==> config.mk <==
export PLATFORM = sky130hd
export DESIGN_NAME = load_based_dvfs_table_governor
export DESIGN_NICKNAME = d
export VERILOG_FILES = /design/src/rtl/core/lbg_pkg.sv /design/src/rtl/core/lbg_front.sv /design/src/rtl/core/lbg_queue.sv /design/src/rtl/core/lbg_back.sv /design/src/rtl/core/load_based_dvfs_table_governor.sv
export VERILOG_INCLUDE_DIRS = /design/src /design/src/rtl/core
export SDC_FILE = /design/constraint.sdc
export NUM_CORES = 1
export LEC_CHECK = 0
export BUFFER_PORTS_ARGS = -buffer_cell sky130_fd_sc_hd__buf_2
export CAP_MARGIN = 20
export CORE_MARGIN = 2
export CORE_UTILIZATION = 50
export DETAILED_ROUTE_END_ITERATION = 16
export PLACE_DENSITY = 0.72
export SLEW_MARGIN = 20
export SYNTH_ARGS = -nofsm -noshare
export SYNTH_HDL_FRONTEND = slang
export SYNTH_SLANG_ARGS = --single-unit
==> constraint.sdc <==
create_clock -name clk -period 6.1 [get_ports clk]
set_input_delay 0.61 -clock clk [delete_from_list [all_inputs] [get_ports clk]]
set_output_delay 0.61 -clock clk [all_outputs]
set_load 0.01 [all_outputs]
==> src/rtl/core/load_based_dvfs_table_governor_macros.svh <==
// Assertion macros used by the governor back end (lbg_back).
`ifndef LOAD_BASED_DVFS_TABLE_GOVERNOR_MACROS_SVH
`define LOAD_BASED_DVFS_TABLE_GOVERNOR_MACROS_SVH

`ifndef NO_ASSERTIONS

// Property checked on every rising edge of clk outside reset.
`define LBG_ASSERT(label, prop) \
    label: assert property (@(posedge clk) disable iff (!rst_n) (prop)) \
        else $error("lbg assertion failed");

// Condition that must never be seen outside reset.
`define LBG_NEVER(label, cond) \
    label: assert property (@(posedge clk) disable iff (!rst_n) !(cond)) \
        else $error("lbg forbidden condition seen");

`else

`define LBG_ASSERT(label, prop)
`define LBG_NEVER(label, cond)

`endif

`endif

==> src/rtl/core/lbg_pkg.sv <==
package lbg_pkg;

    // Field and datapath widths.
    localparam int FREQ_W     = 22;
    localparam int PCT_W      = 7;
    localparam int CORES_W    = 3;
    localparam int CORE_IDX_W = 2;
    localparam int TIME_W     = 64;
    localparam int DELTA_W    = 32;
    localparam int PROD_W     = DELTA_W + PCT_W;
    localparam int CFG_IDX_W  = 3;
    localparam int CFG_DATA_W = FREQ_W;

    // Highest number of cores that may be online.
    localparam int MAX_CORES = 4;

    // Depth of the work queue between front and back.
    localparam int QUEUE_DEPTH = 2;
    localparam int QPTR_W      = 1;
    localparam int QCNT_W      = 2;

    // Result actions.
    typedef enum logic [1:0] {
        ACT_NONE      = 2'd0,
        ACT_SET_FREQ  = 2'd1,
        ACT_CORE_UP   = 2'd2,
        ACT_CORE_DOWN = 2'd3
    } action_t;

    // Configuration register indexes.
    localparam logic [CFG_IDX_W-1:0] CFG_UP_TH      = 3'd0;
    localparam logic [CFG_IDX_W-1:0] CFG_UP_TH_HP   = 3'd1;
    localparam logic [CFG_IDX_W-1:0] CFG_DOWN_TH    = 3'd2;
    localparam logic [CFG_IDX_W-1:0] CFG_DOWN_TH_HP = 3'd3;
    localparam logic [CFG_IDX_W-1:0] CFG_IGN_NICE   = 3'd4;
    localparam logic [CFG_IDX_W-1:0] CFG_BOOST      = 3'd5;
    localparam logic [CFG_IDX_W-1:0] CFG_MAX_KHZ    = 3'd6;
    localparam logic [CFG_IDX_W-1:0] CFG_MIN_KHZ    = 3'd7;

    // Down threshold offset.
    localparam logic [PCT_W-1:0] DOWN_MARGIN = 7'd10;

    // Configuration seen by the decision logic.
    typedef struct packed {
        logic [PCT_W-1:0]  rise_pct;
        logic [PCT_W-1:0]  rise_core_pct;
        logic [PCT_W-1:0]  fall_pct;
        logic [PCT_W-1:0]  fall_core_pct;
        logic [PCT_W-1:0]  boost_level;
        logic [FREQ_W-1:0] policy_max_khz;
        logic [FREQ_W-1:0] policy_min_khz;
    } cfg_t;

    // One queued job: scaled busy time, divisor and sample context.
    typedef struct packed {
        logic [PROD_W-1:0]  product;
        logic [DELTA_W-1:0] divisor;
        logic [FREQ_W-1:0]  cur_freq;
        logic [CORES_W-1:0] cores;
    } job_t;

    // Frequency step table.
    localparam int TBL_ROWS = 7;

    localparam logic [FREQ_W-1:0] TBL_FREQ [TBL_ROWS] = '{
        22'd1795000, 22'd1596000, 22'd1196000, 22'd798000,
        22'd624000,  22'd416000,  22'd208000
    };
    localparam logic [FREQ_W-1:0] TBL_SLOW_UP [TBL_ROWS] = '{
        22'd1795000, 22'd1795000, 22'd1596000, 22'd1196000,
        22'd798000,  22'd624000,  22'd416000
    };
    localparam logic [FREQ_W-1:0] TBL_FAST_UP [TBL_ROWS] = '{
        22'd1795000, 22'd1795000, 22'd1795000, 22'd1596000,
        22'd1196000, 22'd798000,  22'd624000
    };
    localparam logic [FREQ_W-1:0] TBL_DOWN [TBL_ROWS] = '{
        22'd1596000, 22'd1196000, 22'd798000, 22'd624000,
        22'd416000,  22'd208000,  22'd208000
    };

    // Next table step; a frequency not in the table is returned unchanged.
    function automatic logic [FREQ_W-1:0] table_step(
        input logic [FREQ_W-1:0] freq,
        input logic              step_up,
        input logic              fast
    );
        logic [FREQ_W-1:0] res;
        res = freq;
        for (int r = 0; r < TBL_ROWS; r++) begin
            if (TBL_FREQ[r] == freq) begin
                if (!step_up) begin
                    res = TBL_DOWN[r];
                end else if (fast) begin
                    res = TBL_FAST_UP[r];
                end else begin
                    res = TBL_SLOW_UP[r];
                end
            end
        end
        return res;
    endfunction

endpackage

==> src/rtl/core/lbg_front.sv <==
module lbg_front
    import lbg_pkg::*;
(
    input  logic                clk,
    input  logic                rst_n,
    input  logic                nice_as_idle,
    input  logic                in_valid,
    output logic                in_ready,
    input  logic [TIME_W-1:0]   wall_time_us,
    input  logic [TIME_W-1:0]   idle_time_us,
    input  logic [TIME_W-1:0]   nice_time_us,
    input  logic [FREQ_W-1:0]   current_freq_khz,
    input  logic [CORES_W-1:0]  online_cores,
    output logic                push,
    output job_t                push_job,
    input  logic                queue_full
);

    // Only the low 32 bits of the previous counters matter for the deltas.
    logic [DELTA_W-1:0] last_wall_reg, last_idle_reg, last_nice_reg;
    logic               s1_valid_reg;
    logic [DELTA_W-1:0] wall_d_reg, idle_d_reg;
    logic [FREQ_W-1:0]  cur_reg;
    logic [CORES_W-1:0] cores_reg;

    logic               accept;
    logic [DELTA_W-1:0] wall_d_next, idle_d_next, nice_d;
    logic [DELTA_W:0]   busy;
    logic               loaded;
    logic [PROD_W-1:0]  busy_ext, product;

    assign push     = s1_valid_reg && !queue_full;
    assign in_ready = !s1_valid_reg || push;
    assign accept   = in_valid && in_ready;

    // Counter deltas modulo 2^32, nice time folded into idle when enabled.
    always_comb
    begin
        wall_d_next = wall_time_us[DELTA_W-1:0] - last_wall_reg;
        nice_d      = nice_time_us[DELTA_W-1:0] - last_nice_reg;
        idle_d_next = idle_time_us[DELTA_W-1:0] - last_idle_reg;
        if (nice_as_idle)
        begin
            idle_d_next = idle_d_next + nice_d;
        end
    end

    // Previous counters and the delta stage.
    always_ff @(posedge clk or negedge rst_n)
    begin
        if (!rst_n)
        begin
            last_wall_reg <= '0;
            last_idle_reg <= '0;
            last_nice_reg <= '0;
            s1_valid_reg  <= 1'b0;
        end
        else
        begin
            if (accept)
            begin
                last_wall_reg <= wall_time_us[DELTA_W-1:0];
                last_idle_reg <= idle_time_us[DELTA_W-1:0];
                if (nice_as_idle)
                begin
                    last_nice_reg <= nice_time_us[DELTA_W-1:0];
                end
                s1_valid_reg <= 1'b1;
            end
            else if (push)
            begin
                s1_valid_reg <= 1'b0;
            end
        end
    end

    always_ff @(posedge clk)
    begin
        if (accept)
        begin
            wall_d_reg <= wall_d_next;
            idle_d_reg <= idle_d_next;
            cur_reg    <= current_freq_khz;
            cores_reg  <= online_cores;
        end
    end

    // Busy time, the load test and busy time times 100 by shifts.
    always_comb
    begin
        busy     = {1'b0, wall_d_reg} - {1'b0, idle_d_reg};
        loaded   = !busy[DELTA_W] && (busy[DELTA_W-1:0] != '0);
        busy_ext = {{PCT_W{1'b0}}, busy[DELTA_W-1:0]};
        product  = (busy_ext << 6) + (busy_ext << 5) + (busy_ext << 2);
        // An unloaded sample divides zero by all ones, giving zero.
        push_job.product  = loaded ? product : '0;
        push_job.divisor  = loaded ? wall_d_reg : '1;
        push_job.cur_freq = cur_reg;
        push_job.cores    = cores_reg;
    end

endmodule

==> src/rtl/core/lbg_queue.sv <==
module lbg_queue
    import lbg_pkg::*;
(
    input  logic clk,
    input  logic rst_n,
    input  logic push,
    input  job_t push_job,
    output logic full,
    input  logic pop,
    output logic pop_valid,
    output job_t pop_job
);

    job_t              mem [QUEUE_DEPTH];
    logic [QPTR_W-1:0] wr_ptr_reg, rd_ptr_reg;
    logic [QCNT_W-1:0] count_reg;

    assign full      = (count_reg == QCNT_W'(QUEUE_DEPTH));
    assign pop_valid = (count_reg != '0);
    assign pop_job   = mem[rd_ptr_reg];

    // Storage; the front only pushes when not full.
    always_ff @(posedge clk)
    begin
        if (push)
        begin
            mem[wr_ptr_reg] <= push_job;
        end
    end

    // Pointers and fill count.
    always_ff @(posedge clk or negedge rst_n)
    begin
        if (!rst_n)
        begin
            wr_ptr_reg <= '0;
            rd_ptr_reg <= '0;
            count_reg  <= '0;
        end
        else
        begin
            if (push)
            begin
                wr_ptr_reg <= wr_ptr_reg + 1'b1;
            end
            if (pop)
            begin
                rd_ptr_reg <= rd_ptr_reg + 1'b1;
            end
            if (push && !pop)
            begin
                count_reg <= count_reg + 1'b1;
            end
            else if (pop && !push)
            begin
                count_reg <= count_reg - 1'b1;
            end
        end
    end

endmodule

==> src/rtl/core/lbg_back.sv <==
`include "load_based_dvfs_table_governor_macros.svh"

module lbg_back
    import lbg_pkg::*;
(
    input  logic                  clk,
    input  logic                  rst_n,
    input  cfg_t                  cfg,
    input  logic                  job_valid,
    input  job_t                  job,
    output logic                  pop,
    output logic                  out_valid,
    input  logic                  out_ready,
    output logic [1:0]            action,
    output logic [FREQ_W-1:0]     target_freq_khz,
    output logic [CORE_IDX_W-1:0] core_index,
    output logic [PCT_W-1:0]      load_percent
);

    typedef enum logic [2:0] {
        ST_IDLE = 3'b001,
        ST_DIV  = 3'b010,
        ST_DONE = 3'b100
    } state_t;

    state_t                state_reg, state_next;
    logic [PROD_W-1:0]     rem_reg, dsh_reg;
    logic [PCT_W-1:0]      quot_reg;
    logic [2:0]            cnt_reg;
    logic [FREQ_W-1:0]     cur_reg;
    logic [CORES_W-1:0]    cores_reg;
    logic [FREQ_W-1:0]     requested_khz_reg;
    logic                  out_valid_reg;
    action_t               action_reg;
    logic [FREQ_W-1:0]     target_reg;
    logic [CORE_IDX_W-1:0] core_reg;
    logic [PCT_W-1:0]      load_reg;

    logic                  ge;
    logic                  out_load;
    logic                  fast, down_ok;
    logic [CORES_W-1:0]    cores_dn;
    action_t               act_dec;
    logic [FREQ_W-1:0]     target_dec;
    logic [CORE_IDX_W-1:0] core_dec;
    logic                  req_upd;

    assign pop      = (state_reg == ST_IDLE) && job_valid;
    assign ge       = (rem_reg >= dsh_reg);
    assign out_load = (state_reg == ST_DONE) && (!out_valid_reg || out_ready);

    // Sequencer: take a job, seven restoring divide steps, then decide.
    always_comb
    begin
        state_next = state_reg;
        unique case (state_reg)
            ST_IDLE:
            begin
                if (job_valid)
                begin
                    state_next = ST_DIV;
                end
            end
            ST_DIV:
            begin
                if (cnt_reg == '0)
                begin
                    state_next = ST_DONE;
                end
            end
            ST_DONE:
            begin
                if (out_load)
                begin
                    state_next = ST_IDLE;
                end
            end
            default:
            begin
                state_next = ST_IDLE;
            end
        endcase
    end

    always_ff @(posedge clk or negedge rst_n)
    begin
        if (!rst_n)
        begin
            state_reg <= ST_IDLE;
        end
        else
        begin
            state_reg <= state_next;
        end
    end

    // Divider: the quotient never exceeds 100, so seven bits suffice.
    always_ff @(posedge clk)
    begin
        if (pop)
        begin
            rem_reg   <= job.product;
            dsh_reg   <= {1'b0, job.divisor, 6'b0};
            cnt_reg   <= 3'd6;
            quot_reg  <= '0;
            cur_reg   <= job.cur_freq;
            cores_reg <= job.cores;
        end
        else if (state_reg == ST_DIV)
        begin
            if (ge)
            begin
                rem_reg <= rem_reg - dsh_reg;
            end
            dsh_reg  <= dsh_reg >> 1;
            quot_reg <= {quot_reg[PCT_W-2:0], ge};
            cnt_reg  <= cnt_reg - 3'd1;
        end
    end

    // Decision: step up, core up, step down or core down, in that order.
    always_comb
    begin
        fast       = (quot_reg >= cfg.boost_level);
        down_ok    = (cfg.fall_pct < DOWN_MARGIN) ||
                     (quot_reg < (cfg.fall_pct - DOWN_MARGIN));
        cores_dn   = cores_reg - 3'd1;
        act_dec    = ACT_NONE;
        target_dec = '0;
        core_dec   = '0;
        req_upd    = 1'b0;
        priority if ((quot_reg > cfg.rise_pct) &&
                     (requested_khz_reg != cfg.policy_max_khz))
        begin
            act_dec    = ACT_SET_FREQ;
            target_dec = table_step(cur_reg, 1'b1, fast);
            req_upd    = 1'b1;
        end
        else if ((cores_reg < CORES_W'(MAX_CORES)) &&
                 (quot_reg > cfg.rise_core_pct))
        begin
            act_dec  = ACT_CORE_UP;
            core_dec = cores_reg[CORE_IDX_W-1:0];
        end
        else if (down_ok && (cur_reg != cfg.policy_min_khz))
        begin
            act_dec    = ACT_SET_FREQ;
            target_dec = table_step(cur_reg, 1'b0, fast);
            req_upd    = 1'b1;
        end
        else if ((cores_reg > 3'd1) && (quot_reg < cfg.fall_core_pct))
        begin
            act_dec  = ACT_CORE_DOWN;
            core_dec = cores_dn[CORE_IDX_W-1:0];
        end
        else
        begin
            // Nothing to do for this sample.
            act_dec = ACT_NONE;
        end
    end

    // Requested frequency and output word valid.
    always_ff @(posedge clk or negedge rst_n)
    begin
        if (!rst_n)
        begin
            requested_khz_reg <= '0;
            out_valid_reg     <= 1'b0;
        end
        else
        begin
            if (out_load && req_upd)
            begin
                requested_khz_reg <= target_dec;
            end
            if (out_load)
            begin
                out_valid_reg <= 1'b1;
            end
            else if (out_ready)
            begin
                out_valid_reg <= 1'b0;
            end
        end
    end

    // Output word register.
    always_ff @(posedge clk)
    begin
        if (out_load)
        begin
            action_reg <= act_dec;
            target_reg <= target_dec;
            core_reg   <= core_dec;
            load_reg   <= quot_reg;
        end
    end

    assign out_valid       = out_valid_reg;
    assign action          = action_reg;
    assign target_freq_khz = target_reg;
    assign core_index      = core_reg;
    assign load_percent    = load_reg;

    // The divider always produces a percentage within range.
    `LBG_NEVER(a_load_range, (state_reg == ST_DONE) && (quot_reg > 7'd100))
    // The requested frequency moves only when a result is written out.
    `LBG_ASSERT(a_req_hold, !out_load |=> $stable(requested_khz_reg))
    // A job is only taken while the sequencer is idle.
    `LBG_ASSERT(a_pop_idle, pop |=> (state_reg == ST_DIV))

endmodule

==> src/rtl/core/load_based_dvfs_table_governor.sv <==
// Channel | Direction | Handshake              | Words
// sample  | in        | in_valid / in_ready    | wall, idle, nice times, freq, cores
// result  | out       | out_valid / out_ready  | action, target freq, core, load
// config  | in        | cfg_we (no wait)       | cfg_index, cfg_wdata
//
// A sample passes the delta stage, the queue, seven restoring divider steps and a
// decision state before its result is valid; the back takes a new sample only
// once the result of the last one is in the output register.
// A two-word queue and the output register let the front run ahead; a stalled
// result side fills them and in_ready then falls.
// Reset clears the previous counters, the requested frequency and all handshake state.
module load_based_dvfs_table_governor
    import lbg_pkg::*;
(
    input  logic                  clk,
    input  logic                  rst_n,
    input  logic                  cfg_we,
    input  logic [CFG_IDX_W-1:0]  cfg_index,
    input  logic [CFG_DATA_W-1:0] cfg_wdata,
    input  logic                  in_valid,
    output logic                  in_ready,
    input  logic [TIME_W-1:0]     wall_time_us,
    input  logic [TIME_W-1:0]     idle_time_us,
    input  logic [TIME_W-1:0]     nice_time_us,
    input  logic [FREQ_W-1:0]     current_freq_khz,
    input  logic [CORES_W-1:0]    online_cores,
    output logic                  out_valid,
    input  logic                  out_ready,
    output logic [1:0]            action,
    output logic [FREQ_W-1:0]     target_freq_khz,
    output logic [CORE_IDX_W-1:0] core_index,
    output logic [PCT_W-1:0]      load_percent
);

    cfg_t cfg_reg;
    logic nice_as_idle_reg;
    logic push, queue_full, pop, job_valid;
    job_t push_job, pop_job;

    // Configuration registers.
    always_ff @(posedge clk or negedge rst_n)
    begin
        if (!rst_n)
        begin
            cfg_reg.rise_pct       <= 7'd60;
            cfg_reg.rise_core_pct  <= 7'd75;
            cfg_reg.fall_pct       <= 7'd25;
            cfg_reg.fall_core_pct  <= 7'd15;
            cfg_reg.boost_level    <= 7'd85;
            cfg_reg.policy_max_khz <= 22'd1795000;
            cfg_reg.policy_min_khz <= 22'd208000;
            nice_as_idle_reg       <= 1'b0;
        end
        else if (cfg_we)
        begin
            unique case (cfg_index)
                CFG_UP_TH:      cfg_reg.rise_pct       <= cfg_wdata[PCT_W-1:0];
                CFG_UP_TH_HP:   cfg_reg.rise_core_pct  <= cfg_wdata[PCT_W-1:0];
                CFG_DOWN_TH:    cfg_reg.fall_pct       <= cfg_wdata[PCT_W-1:0];
                CFG_DOWN_TH_HP: cfg_reg.fall_core_pct  <= cfg_wdata[PCT_W-1:0];
                CFG_IGN_NICE:   nice_as_idle_reg       <= cfg_wdata[0];
                CFG_BOOST:      cfg_reg.boost_level    <= cfg_wdata[PCT_W-1:0];
                CFG_MAX_KHZ:    cfg_reg.policy_max_khz <= cfg_wdata[FREQ_W-1:0];
                CFG_MIN_KHZ:    cfg_reg.policy_min_khz <= cfg_wdata[FREQ_W-1:0];
                default:        ;
            endcase
        end
    end

    // Front: counter deltas and scaled busy time.
    lbg_front u_front (
        .clk              (clk),
        .rst_n            (rst_n),
        .nice_as_idle     (nice_as_idle_reg),
        .in_valid         (in_valid),
        .in_ready         (in_ready),
        .wall_time_us     (wall_time_us),
        .idle_time_us     (idle_time_us),
        .nice_time_us     (nice_time_us),
        .current_freq_khz (current_freq_khz),
        .online_cores     (online_cores),
        .push             (push),
        .push_job         (push_job),
        .queue_full       (queue_full)
    );

    // Short queue between front and back.
    lbg_queue u_queue (
        .clk       (clk),
        .rst_n     (rst_n),
        .push      (push),
        .push_job  (push_job),
        .full      (queue_full),
        .pop       (pop),
        .pop_valid (job_valid),
        .pop_job   (pop_job)
    );

    // Back: load division, decision and output register.
    lbg_back u_back (
        .clk             (clk),
        .rst_n           (rst_n),
        .cfg             (cfg_reg),
        .job_valid       (job_valid),
        .job             (pop_job),
        .pop             (pop),
        .out_valid       (out_valid),
        .out_ready       (out_ready),
        .action          (action),
        .target_freq_khz (target_freq_khz),
        .core_index      (core_index),
        .load_percent    (load_percent)
    );

endmodule

Yosys cells after proc, flatten, opt, wreduce, memory -nomap -nowiden
Memories as Yosys holds them, arrays and structs flattened.
Index checks and enable logic that the tools add are counted.
{"block": "classes", "addsub": 15, "mul": 0, "n_div": 0, "magnitude_cmp": 9, "eq_ne": 23, "shift": 0, "mux": 51, "bitwise": 0, "n_reduce_logical": 41}
{"operator": "2-to-1 mux 22 bit", "n": 17}
{"operator": "2-to-1 mux 39 bit", "n": 4}
{"operator": "subtractor 32 bit", "n": 3}
{"operator": "2-to-1 mux 38 bit", "n": 2}
{"operator": "equality test 21 x 22 -> 1 bit, first input constant", "n": 3}
{"operator": "2-to-1 mux 32 bit", "n": 2}
{"operator": "equality test 20 x 22 -> 1 bit, first input constant", "n": 2}
{"operator": "inequality test 22 bit", "n": 2}
{"operator": "2-to-1 mux 20 bit", "n": 2}
{"operator": "adder 38 x 37 -> 39 bit", "n": 1}
{"operator": "adder 39 x 34 -> 39 bit", "n": 1}
{"operator": "greater-or-equal comparator 39 x 38 -> 1 bit", "n": 1}
{"operator": "subtractor 39 x 38 -> 39 bit", "n": 1}
{"operator": "subtractor 32 x 32 -> 33 bit", "n": 1}
{"operator": "adder 32 bit", "n": 1}
{"operator": "nonzero test 32 bit", "n": 1}
{"operator": "equality test 18 x 22 -> 1 bit, first input constant", "n": 1}
{"operator": "equality test 19 x 22 -> 1 bit, first input constant", "n": 1}
{"operator": "2-to-1 mux 21 bit", "n": 1}
{"operator": "AND reduction 2 bit", "n": 10}
{"operator": "2-to-1 mux 19 bit", "n": 1}
{"operator": "2-to-1 mux 18 bit", "n": 1}
{"operator": "2-to-1 mux 2 bit", "n": 8}
{"operator": "equality test 3 bit, second input constant", "n": 5}
{"operator": "other kinds (24)", "n": 67}
{"block": "word_totals", "reg_bits": 441, "latchBits": 0, "mem_bits_rw": 192, "rom_bits": 0, "word_cells": 173, "memories": 1}
{"name": "u_queue.mem", "depth": 2, "width": 96, "rd": 1, "rd_ports_with_merged_regs": 0, "wr": 1, "line_no": "lbg_queue.sv:14", "source": "job_t mem [QUEUE_DEPTH];"}

Depth between registers and ports, before layout
Gate-level depths: netlist (run 1).
{"block": "logic_depth", "ltp_word": 11, "mapped_depth": 26}

Hierarchy
Synthesis (run 1) repeated with hierarchy kept, for this count alone.
{"block": "hier_totals", "hier_cells": 3558, "hier_area_um2": 38086.5}
{"mod": "lbg_front", "instances": 1, "cells_each": 1881, "area_each_um2": 16542.1}
{"mod": "lbg_back", "instances": 1, "cells_each": 1184, "area_each_um2": 11200.7}
{"mod": "lbg_queue", "instances": 1, "cells_each": 315, "area_each_um2": 7234.4}
{"mod": "load_based_dvfs_table_governor", "instances": 1, "cells_each": 178, "area_each_um2": 3109.2}

Worst setup path after synthesis (run 1)
OpenSTA, ideal clock, no wires.
{"block": "synth_path", "kind": "input port to flip-flop", "start": "in idle_time_us[0]", "end": "reg u_front.idle_d_reg[30], data pin", "setup_ps": 262, "arrival_ps": 5284, "path_slack_ps": 554, "stages": 25, "n_path_buf": 0, "cell_sequence": "inv_1 > ha_1 > inv_1 > fa_1 > a21oi_1 > o21ba_2 > o31ai_1 > a221oi_1 > o21bai_1 > and2_1 > o21a_1 > nor2_1 > xnor2_1 > fa_1 > inv_1 > ha_1 > and4_1 > a221oi_1 > o211ai_1 > a31o_2 > a41oi_1 > o31ai_1 > o21ai_0 > mux2i_1 > nand3_1"}
{"block": "synth_via", "elab_chain_len": 3}
{"element": "start, declared", "line_no": "load_based_dvfs_table_governor.sv:23", "source": "input logic [TIME_W-1:0] idle_time_us,"}
{"element": "subtractor 32 bit *", "line_no": "lbg_front.sv:41", "source": "idle_d_next = idle_time_us[DELTA_W-1:0] - last_idle_reg;"}
{"element": "adder 32 bit", "line_no": "lbg_front.sv:44", "source": "idle_d_next = idle_d_next + nice_d;"}
{"element": "2-to-1 mux 32 bit *", "line_no": "lbg_front.sv:42", "source": "if (nice_as_idle)"}
{"element": "named net u_front.idle_d_next[30]", "line_no": "lbg_front.sv:27", "source": "logic [DELTA_W-1:0] wall_d_next, idle_d_next, nice_d;"}
{"element": "end signal, assigned", "line_no": "lbg_front.sv:82", "source": "idle_d_reg <= idle_d_next;"}
{"element": "end, declared", "line_no": "lbg_front.sv:22", "source": "logic [DELTA_W-1:0] wall_d_reg, idle_d_reg;"}
Mark *: on every way through the listed nets, which the timed path passes. The rest lies on a longest branch.
A chain may end at the register's enable or synchronous reset.

==> flow_summary.json, run 1 <==
{
  "gr-usage-all-layers_pct": 23.3,
  "clock_path_buffers": 3,
  "via_per_inst": 5.60,
  "worstSetupStartpointType": "flop",
  "multi_input_area_um2": 18100,
  "chipWidth_um": 277,
  "whs_endpoint": "u_front.cur_reg[4]",
  "finalCritPeriodShare_pct": 96.3,
  "yosys_warnings": 0,
  "detail-route-antenna-nets": 0,
  "yosysMostFrequentCell": "edfxtp_1",
  "start_util_pct": 50.4,
  "grt_pass1_vias": 26700,
  "crit_fanout": 69,
  "layout_setup_ws_ns": 0.227,
  "worst_pin_slew_ns": 1.07,
  "synth-async-reset-ratio_pct": 32.9,
  "fmax_mhz": 170,
  "min-delay-start": "current_freq_khz[4]",
  "synth_area_per_cell_um2": 10.6,
  "design.core.area_um2": 74200,
  "cts.clk_slew.worst_paths_ns": 0.07,
  "port_buffers": 185,
  "hpwl_um": 66400,
  "hold_class": "input pin to flop",
  "ctsRootBufferMaster": "clkbuf_16",
  "synth-seq-area-share_pct": 47.4,
  "cp_top_family": "simple AND/OR/NAND/NOR gates",
  "clock_latency_ns": 0.64,
  "worstRegToRegCells": 19,
  "cts_setup_buffers": 0,
  "fin_nets": 4321,
  "slew_headroom_pct": 28.7,
  "hold_violations": 0,
  "fin_crit_ns": 5.87,
  "largest_reg_flops": 188,
  "rr_endpoint": "u_queue.mem[0][62]",
  "status": "finished, final reports clean",
  "wirelength_um": 89400,
  "wl_per_cell_um": 18.7,
  "gp_congestion": 0.955,
  "area_growth_pct": 12.9,
  "whs_path_depth": 1,
  "first_pass_iters": 5,
  "report.final.slew_viol_count": 0,
  "pre_cts_ws_ns": -0.278,
  "drc": 0,
  "synth_edf_count": 406,
  "antenna_found_initial": 3,
  "grt_start_max_net_pins": 128,
  "cts_max_level": 3,
  "via_count": 26800,
  "fp-row-count": 100,
  "syn_area_um2": 37400,
  "yosys.area.top_type": "edfxtp_1",
  "cts_buffers": 69,
  "required_ns": 6.45,
  "yosys-top-cells-count": "edfxtp_1 (406), inv_1 (328), nand2_1 (280)",
  "grt-ovfl-total": 0,
  "path_class": "flop to flop",
  "cts_tree": "done",
  "seqCellArea_um2": 17700,
  "finClkSkew_ns": 0.0271,
  "critPathBufInv": 2,
  "die_y_um": 277,
  "rsz0062_at_grt": "false",
  "r2r_start": "u_front.wall_d_reg[6]",
  "crit_path_cell_trace": "ha_1, o21ai_0, a21oi_1, a2111oi_4, nor4_1, o21bai_1, a31o_2, a211o_1, xnor2_1, inv_1, ha_1, and4_1, nand3_1, or4_1, nor4_1, nand4_1, o41ai_4, buf_12, nor2_1",
  "drt_iter0_drc": 1808,
  "die-area_um2": 77000,
  "crit_slowest_cell": "nor4_1",
  "n_antenna_cell": 0,
  "io_pins": 282,
  "synth_cells": 3526,
  "slowest_delay_ns": 0.78,
  "cap_viol_max_count": 0,
  "critPathArrivalTime_ns": 6.22,
  "ys.flop_type": "edfxtp_1",
  "synth.area.top_cells": "edfxtp_1 (33%), dfrtp_1 (11%), ha_1 (8.8%)",
  "syn_nets": 4081,
  "r2r_slack_ns": 0.23,
  "clkSinkCount": 629,
  "drive_gt1_share_pct": 15.9,
  "synth_seq_cells": 629,
  "grt_pass1_wl_um": 143000,
  "finalSetupViolations": 0,
  "end_kind": "flop",
  "synth_top_area_share_pct": 32.6,
  "nFillCells": 6350,
  "synth_cell_types": 87
}
cells by family (layout without fill, tap and decap cells):
kind of cell    Yosys count  in the layout  share of synthesized area [%]
compound gates          891            891                           15.1
xor+xnor                237            237                           5.57
flops                   629            629                           47.4
buf+inv                 429            723                           4.38
simple gates            852            852                           11.1
mux                     180            180                           5.21
fa+ha+maj               308            308                           11.2
repair_timing:
item | 4_1_cts | 5_1_grt
hold endpoints to repair | 53 | 0
setup endpoints to repair | 0 | 8
hold buffers | 1 | 0
resized for setup | 0 | 4
per-stage QoR:
stage | hold WS, ns | cells | area (um^2) | util [%] | setup TNS, ns
after global placement | 0.422 | 4663 | 39800 | 53.7 | -0.549
after global routing | 0.127 | 4789 | 42200 | 56.9 | 0
after CTS | 0.127 | 4789 | 42200 | 56.9 | 0
after floorplan | 0.314 | 3526 | 37400 | - | 0
after detailed placement | 0.430 | 4663 | 39800 | 53.7 | -1.03
final | 0.160 | 4789 | 42200 | 56.9 | 0
how the worst max path moves through the flow:
stage,from,to,slack [ns],cells past startpoint
2_1_floorplan,idle_time_us[0],u_front.idle_d_reg[30],0.55,25
3_3_place_gp,idle_time_us[0],u_front.idle_d_reg[30],-0.16,27
3_5_place_dp,idle_time_us[0],u_front.idle_d_reg[28],-0.28,28
4_1_cts,u_front.last_idle_reg[0],u_front.idle_d_reg[28],0.24,26
5_1_grt,u_front.wall_d_reg[9],u_queue.mem[0][93],0.03,20
6_report,u_front.wall_d_reg[6],u_queue.mem[0][62],0.23,19
cell usage in the layout (no fill, tap or decap), types with 38 or more instances in the layout:
cell / synthesis / final
mux2i_1: 62 / 62
nand2b_1: 53 / 53
buf_2: 1 / 184
nand2_1: 280 / 279
inv_1: 328 / 327
nor3_1: 41 / 40
a21oi_1: 195 / 195
fa_1: 44 / 44
dfrtp_1: 169 / 167
mux2_2: 118 / 118
dfstp_2: 38 / 38
xnor2_1: 128 / 128
nor2_1: 192 / 190
edfxtp_1: 406 / 406
o21ai_0: 276 / 275
clkbuf_16: 0 / 72
buf_4: 2 / 81
or2_2: 48 / 48
xor2_1: 108 / 107
a21o_1: 116 / 116
ha_1: 264 / 264
area by class of cell:
class | count | share of cell area, %
Multi-Input combinational cell | 2468 | 42.8
Clock buffer | 90 | 4.57
Inverter | 329 | 2.94
Sequential cell | 629 | 42.0
Tap cell | 969 | 2.87
Timing Repair Buffer | 269 | 3.78
Clock inverter | 35 | 0.999
per-layer routing:
layer | GRT usage [%] | wire (um)
met5 | 0 | 24
met4 | 8.24 | 3060
met3 | 2.95 | 3490
met2 | 40.2 | 43500
met1 | 30.1 | 39300
Power of run 1 is not shown: default switching activity piles up to over one toggle a cycle in this logic, so the estimate is an artifact.
==> run 2: changes to the inputs <==
--- a/config.mk
+++ b/config.mk
@@ -9,9 +9,9 @@
 export BUFFER_PORTS_ARGS = -buffer_cell sky130_fd_sc_hd__buf_2
 export CAP_MARGIN = 20
 export CORE_MARGIN = 2
-export CORE_UTILIZATION = 50
+export CORE_UTILIZATION = 35
 export DETAILED_ROUTE_END_ITERATION = 16
-export PLACE_DENSITY = 0.72
+export PLACE_DENSITY = 0.55
 export SLEW_MARGIN = 20
 export SYNTH_ARGS = -nofsm -noshare
 export SYNTH_HDL_FRONTEND = slang
==> flow_summary.json, run 2 (synthesis gave the netlist of run 1 again) <==
{
  "slowest_delay_ns": 0.48,
  "area_growth_pct": 15.8,
  "finalSetupViolations": 0,
  "critPathBufInv": 2,
  "layout.cells.non_filler": 5249,
  "hold_class": "input pin to flop",
  "cts_buffers": 75,
  "design.core.area_um2": 106000,
  "hold_violations": 0,
  "mostFrequentLayoutCells": "edfxtp_1 (406), inv_1 (327), nand2_1 (279)",
  "crit_fanout": 33,
  "hpwl_um": 71600,
  "gr-usage-all-layers_pct": 17.6,
  "crit_path_cell_trace": "ha_1, nor2b_1, o31a_1, o311a_1, o21ai_1, nand3_1, a31o_2, a21oi_1, o21bai_1, a21o_1, xnor2_1, ha_1, and4_1, nand3_1, or4_1, nor4_2, nand4_1, o41ai_4, buf_4, buf_6, a21oi_1",
  "clock_path_buffers": 3,
  "port_buffers": 185,
  "path_class": "flop to flop",
  "ctsRootBufferMaster": "clkbuf_16",
  "first_pass_iters": 5,
  "end_kind": "flop",
  "finalCritPeriodShare_pct": 95.3,
  "finalSetupTns_ns": 0,
  "cap_viol_max_count": 0,
  "placed_cell_area_um2": 40500,
  "gp_congestion": 0.873,
  "clkSinkCount": 629,
  "final_common_cell": "edfxtp_1",
  "finClkSkew_ns": 0.0326,
  "die-area_um2": 109000,
  "die_y_um": 331,
  "chipWidth_um": 331,
  "grt_start_max_net_pins": 206,
  "worst_pin_slew_ns": 1.05,
  "largest_reg_flops": 188,
  "grt_pass1_wl_um": 150000,
  "via_per_inst": 5.08,
  "fin_nets": 4349,
  "critPathArrivalTime_ns": 6.19,
  "drc": 0,
  "cts_max_level": 3,
  "cts.clk_slew.worst_paths_ns": 0.06,
  "fin_crit_ns": 5.82,
  "via_count": 26600,
  "drt_iter0_drc": 1536,
  "fin_util_pct": 41.0,
  "fmax_mhz": 172,
  "wl_per_cell_um": 18.3,
  "fp-row-count": 119,
  "io_pins": 282,
  "worstSetupStartpointType": "flop",
  "detail-route-antenna-nets": 0,
  "report.final.slew_viol_count": 0,
  "clock_latency_ns": 0.65,
  "crit_slowest_cell": "edfxtp_1",
  "cp_top_family": "compound AO/OA/AOI/OAI gates",
  "slew_headroom_pct": 29.6,
  "final_area_um2": 43300,
  "place_inst": 5101,
  "nFillCells": 10200,
  "required_ns": 6.47,
  "grt_pass1_vias": 26200,
  "grt-ovfl-total": 0,
  "start_util_pct": 35.4,
  "drive_gt1_share_pct": 17.2,
  "status": "finished, final reports clean",
  "cts_tree": "done",
  "antenna_found_initial": 7,
  "wirelength_um": 95800
}
run 2: path summary, 6_finish.rpt:
check,from,end,slack (ns),depth (start not counted)
min in group asynchronous,rst_n,u_front.last_idle_reg[10],0.55,2
min,current_freq_khz[16],u_front.cur_reg[16],0.14,1
min reg2reg,u_front.cur_reg[1],u_queue.mem[0][4],0.43,0
max reg2reg,u_front.wall_d_reg[1],u_queue.mem[0][95],0.28,21
max,u_front.wall_d_reg[1],u_queue.mem[0][95],0.28,21
max in group asynchronous,rst_n,cfg_reg[64],4.07,3
run 2: per-layer routing:
metal  share of wire, %  global-route usage, %
met3                4.2                   2.54
met1                 46                   23.6
met2                 47                   28.8
met4                3.1                   6.26
met5              0.024                      0
run 2: cell type report:
type / count / area [um^2] / share of cell area [%]
multi-input cells: 2468 / 18200 / 42.0
clock buffers: 93 / 2020 / 4.66
well taps: 1391 / 1740 / 4.02
inverters: 329 / 1240 / 2.86
repair buffers: 291 / 1770 / 4.08
clock inverters: 46 / 571 / 1.32
flip-flops and latches: 629 / 17700 / 41.0
diodes: 2 / 5.00 / 0.0116
run 2: through the flow:
step | hold WS, ns | worst slack (ns)
2_1_floorplan | 0.314 | 0.554
3_3_place_gp | 0.422 | -0.271
3_5_place_dp | 0.431 | -0.454
4_1_cts | 0.0841 | 0.00413
5_1_grt | 0.0893 | -0.0277
6_report | 0.136 | 0.285
run 2: timing repair:
action,4_1_cts,5_1_grt
hold buffers,1,0
setup buffers,0,5
setup endpoints to repair,0,137
endpoints found under the hold margin,21,0
gates resized for setup,0,27
Power of run 2 is left out for the same reason.
==> run 3: changes to the inputs <==
--- a/config.mk
+++ b/config.mk
@@ -11,7 +11,7 @@
 export CORE_MARGIN = 2
 export CORE_UTILIZATION = 35
 export DETAILED_ROUTE_END_ITERATION = 16
-export PLACE_DENSITY = 0.55
+export PLACE_DENSITY = 0.49
 export SLEW_MARGIN = 20
 export SYNTH_ARGS = -nofsm -noshare
 export SYNTH_HDL_FRONTEND = slang
==> flow_summary.json, run 3 (synthesis gave the netlist of run 1 again) <==
{
  "status": "complete, but fails checks",
  "violations": "hold timing",
  "drc": 0,
  "design.core.area_um2": 106000,
  "slew_headroom_pct": 31.4,
  "fmax_mhz": 176,
  "mostFrequentLayoutCells": "edfxtp_1 (406), inv_1 (327), nand2_1 (279)",
  "layout.cells.non_filler": 5261,
  "n_antenna_cell": 0,
  "worstSetupStartpointType": "flop",
  "die-area_um2": 109000,
  "antenna_found_initial": 5,
  "pre_cts_ws_ns": -0.420,
  "cts_buffers": 75,
  "fin_crit_ns": 5.68,
  "hold_class": "input pin to async pin",
  "io_pins": 282,
  "hpwl_um": 72400,
  "required_ns": 6.47,
  "final_common_cell": "edfxtp_1",
  "chipWidth_um": 331,
  "clock_path_buffers": 3,
  "fin_nets": 4364,
  "finalCritPeriodShare_pct": 93.2,
  "critPathArrivalTime_ns": 6.05,
  "port_buffers": 185,
  "gr-usage-all-layers_pct": 17.9,
  "finClkSkew_ns": 0.0427,
  "cts_tree": "done",
  "die_y_um": 331,
  "grt_pass1_vias": 26500,
  "end_kind": "flop",
  "crit_fanout": 40,
  "report.final.slew_viol_count": 0,
  "critPathBufInv": 3,
  "path_class": "flop to flop",
  "ctsRootBufferMaster": "clkbuf_16",
  "wl_per_cell_um": 18.5,
  "via_per_inst": 5.04,
  "worst_pin_slew_ns": 1.02,
  "start_util_pct": 35.4,
  "place_inst": 5120,
  "nFillCells": 10300,
  "crit_path_cell_trace": "ha_1, o21ai_0, a21oi_1, a2111oi_4, buf_4, nor4_1, o21bai_1, a31o_2, a211o_1, xnor2_1, inv_1, ha_1, and4_1, nand3_1, or4_1, nor4_1, nand4_1, o41ai_4, buf_12, nor2_1",
  "cap_viol_max_count": 0,
  "grt_pass1_wl_um": 153000,
  "cp_top_family": "simple AND/OR/NAND/NOR gates",
  "layout_setup_ws_ns": 0.415,
  "area_growth_pct": 15.4,
  "largest_reg_flops": 188,
  "first_pass_iters": 5,
  "fp-row-count": 119,
  "crit_slowest_cell": "edfxtp_1",
  "clock_latency_ns": 0.66,
  "wirelength_um": 97500,
  "clkSinkCount": 629,
  "hold_buffers": 0,
  "cts.clk_slew.worst_paths_ns": 0.06,
  "drive_gt1_share_pct": 17.2,
  "drt_iter0_drc": 1454,
  "grt-ovfl-total": 0,
  "slowest_delay_ns": 0.54,
  "detail-route-antenna-nets": 0,
  "cts_max_level": 3,
  "finalSetupViolations": 0,
  "gp_congestion": 0.862,
  "hold_slack_ns": -0.00867,
  "via_count": 26500,
  "hold_violations": 1,
  "grt_start_max_net_pins": 112
}
[run 3: layout make-up]
type | instances | area [um^2] | area share [%]
Clock buffer | 93 | 1970 | 4.58
Inverter | 329 | 1240 | 2.87
Timing Repair Buffer | 306 | 1870 | 4.34
Clock inverter | 45 | 439 | 1.02
Multi-Input combinational cell | 2468 | 18100 | 42.0
Tap cell | 1391 | 1740 | 4.03
Sequential cell | 629 | 17700 | 41.1
[run 3: repair_timing]
item	4_1_cts	5_1_grt
buffers inserted	0	3
gates resized for setup	0	16
endpoints found under the setup margin	0	51
endpoints found under the hold margin	0	0
[run 3: worst register-to-register path, cell delays in order (launching register included)]
cell,delay [ns]
edfxtp_1,0.54
ha_1,0.41
o21ai_0,0.10
a21oi_1,0.29
a2111oi_4,0.11
buf_4,0.17
nor4_1,0.49
o21bai_1,0.17
a31o_2,0.27
a211o_1,0.29
xnor2_1,0.18
inv_1,0.10
ha_1,0.24
and4_1,0.20
nand3_1,0.09
or4_1,0.45
nor4_1,0.23
nand4_1,0.26
o41ai_4,0.38
buf_12,0.25
nor2_1,0.16
[run 3: per-stage QoR]
stage	setup TNS, ns	util, %	instance area (um^2)
6_report	0	40.9	43100
5_1_grt	-0.00166	40.9	43100
4_1_cts	0	40.8	43000
3_5_place_dp	-1.68	38.5	40600
3_3_place_gp	-1.24	38.5	40600
2_1_floorplan	0	-	37400
[run 3: per-layer routing]
metal  vias up  track usage (%)  wire, um
met5         -                0        45
met4         6             6.02      3050
met1     12700             24.2     45800
li1      13200                -         -
met3       143             2.56      3330
met2       420             29.4     45200
[run 3: path summary, 6_finish.rpt]
check                                           start                     endpoint  slack (ns)  cells past startpoint
worst max-delay path            u_front.wall_d_reg[6]           u_queue.mem[1][61]        0.42                     20
min in group clk                 current_freq_khz[15]          u_front.cur_reg[15]        0.13                      1
worst min-delay path                            rst_n  u_back.requested_khz_reg[8]      -0.009                      1
worst max register to register  u_front.wall_d_reg[6]           u_queue.mem[1][61]        0.42                     20
max in group asynchronous                       rst_n    u_front.last_wall_reg[14]        4.79                      2
worst min register to register     u_front.cur_reg[6]            u_queue.mem[1][9]        0.42                      0
Power of run 3 is left out for the same reason.
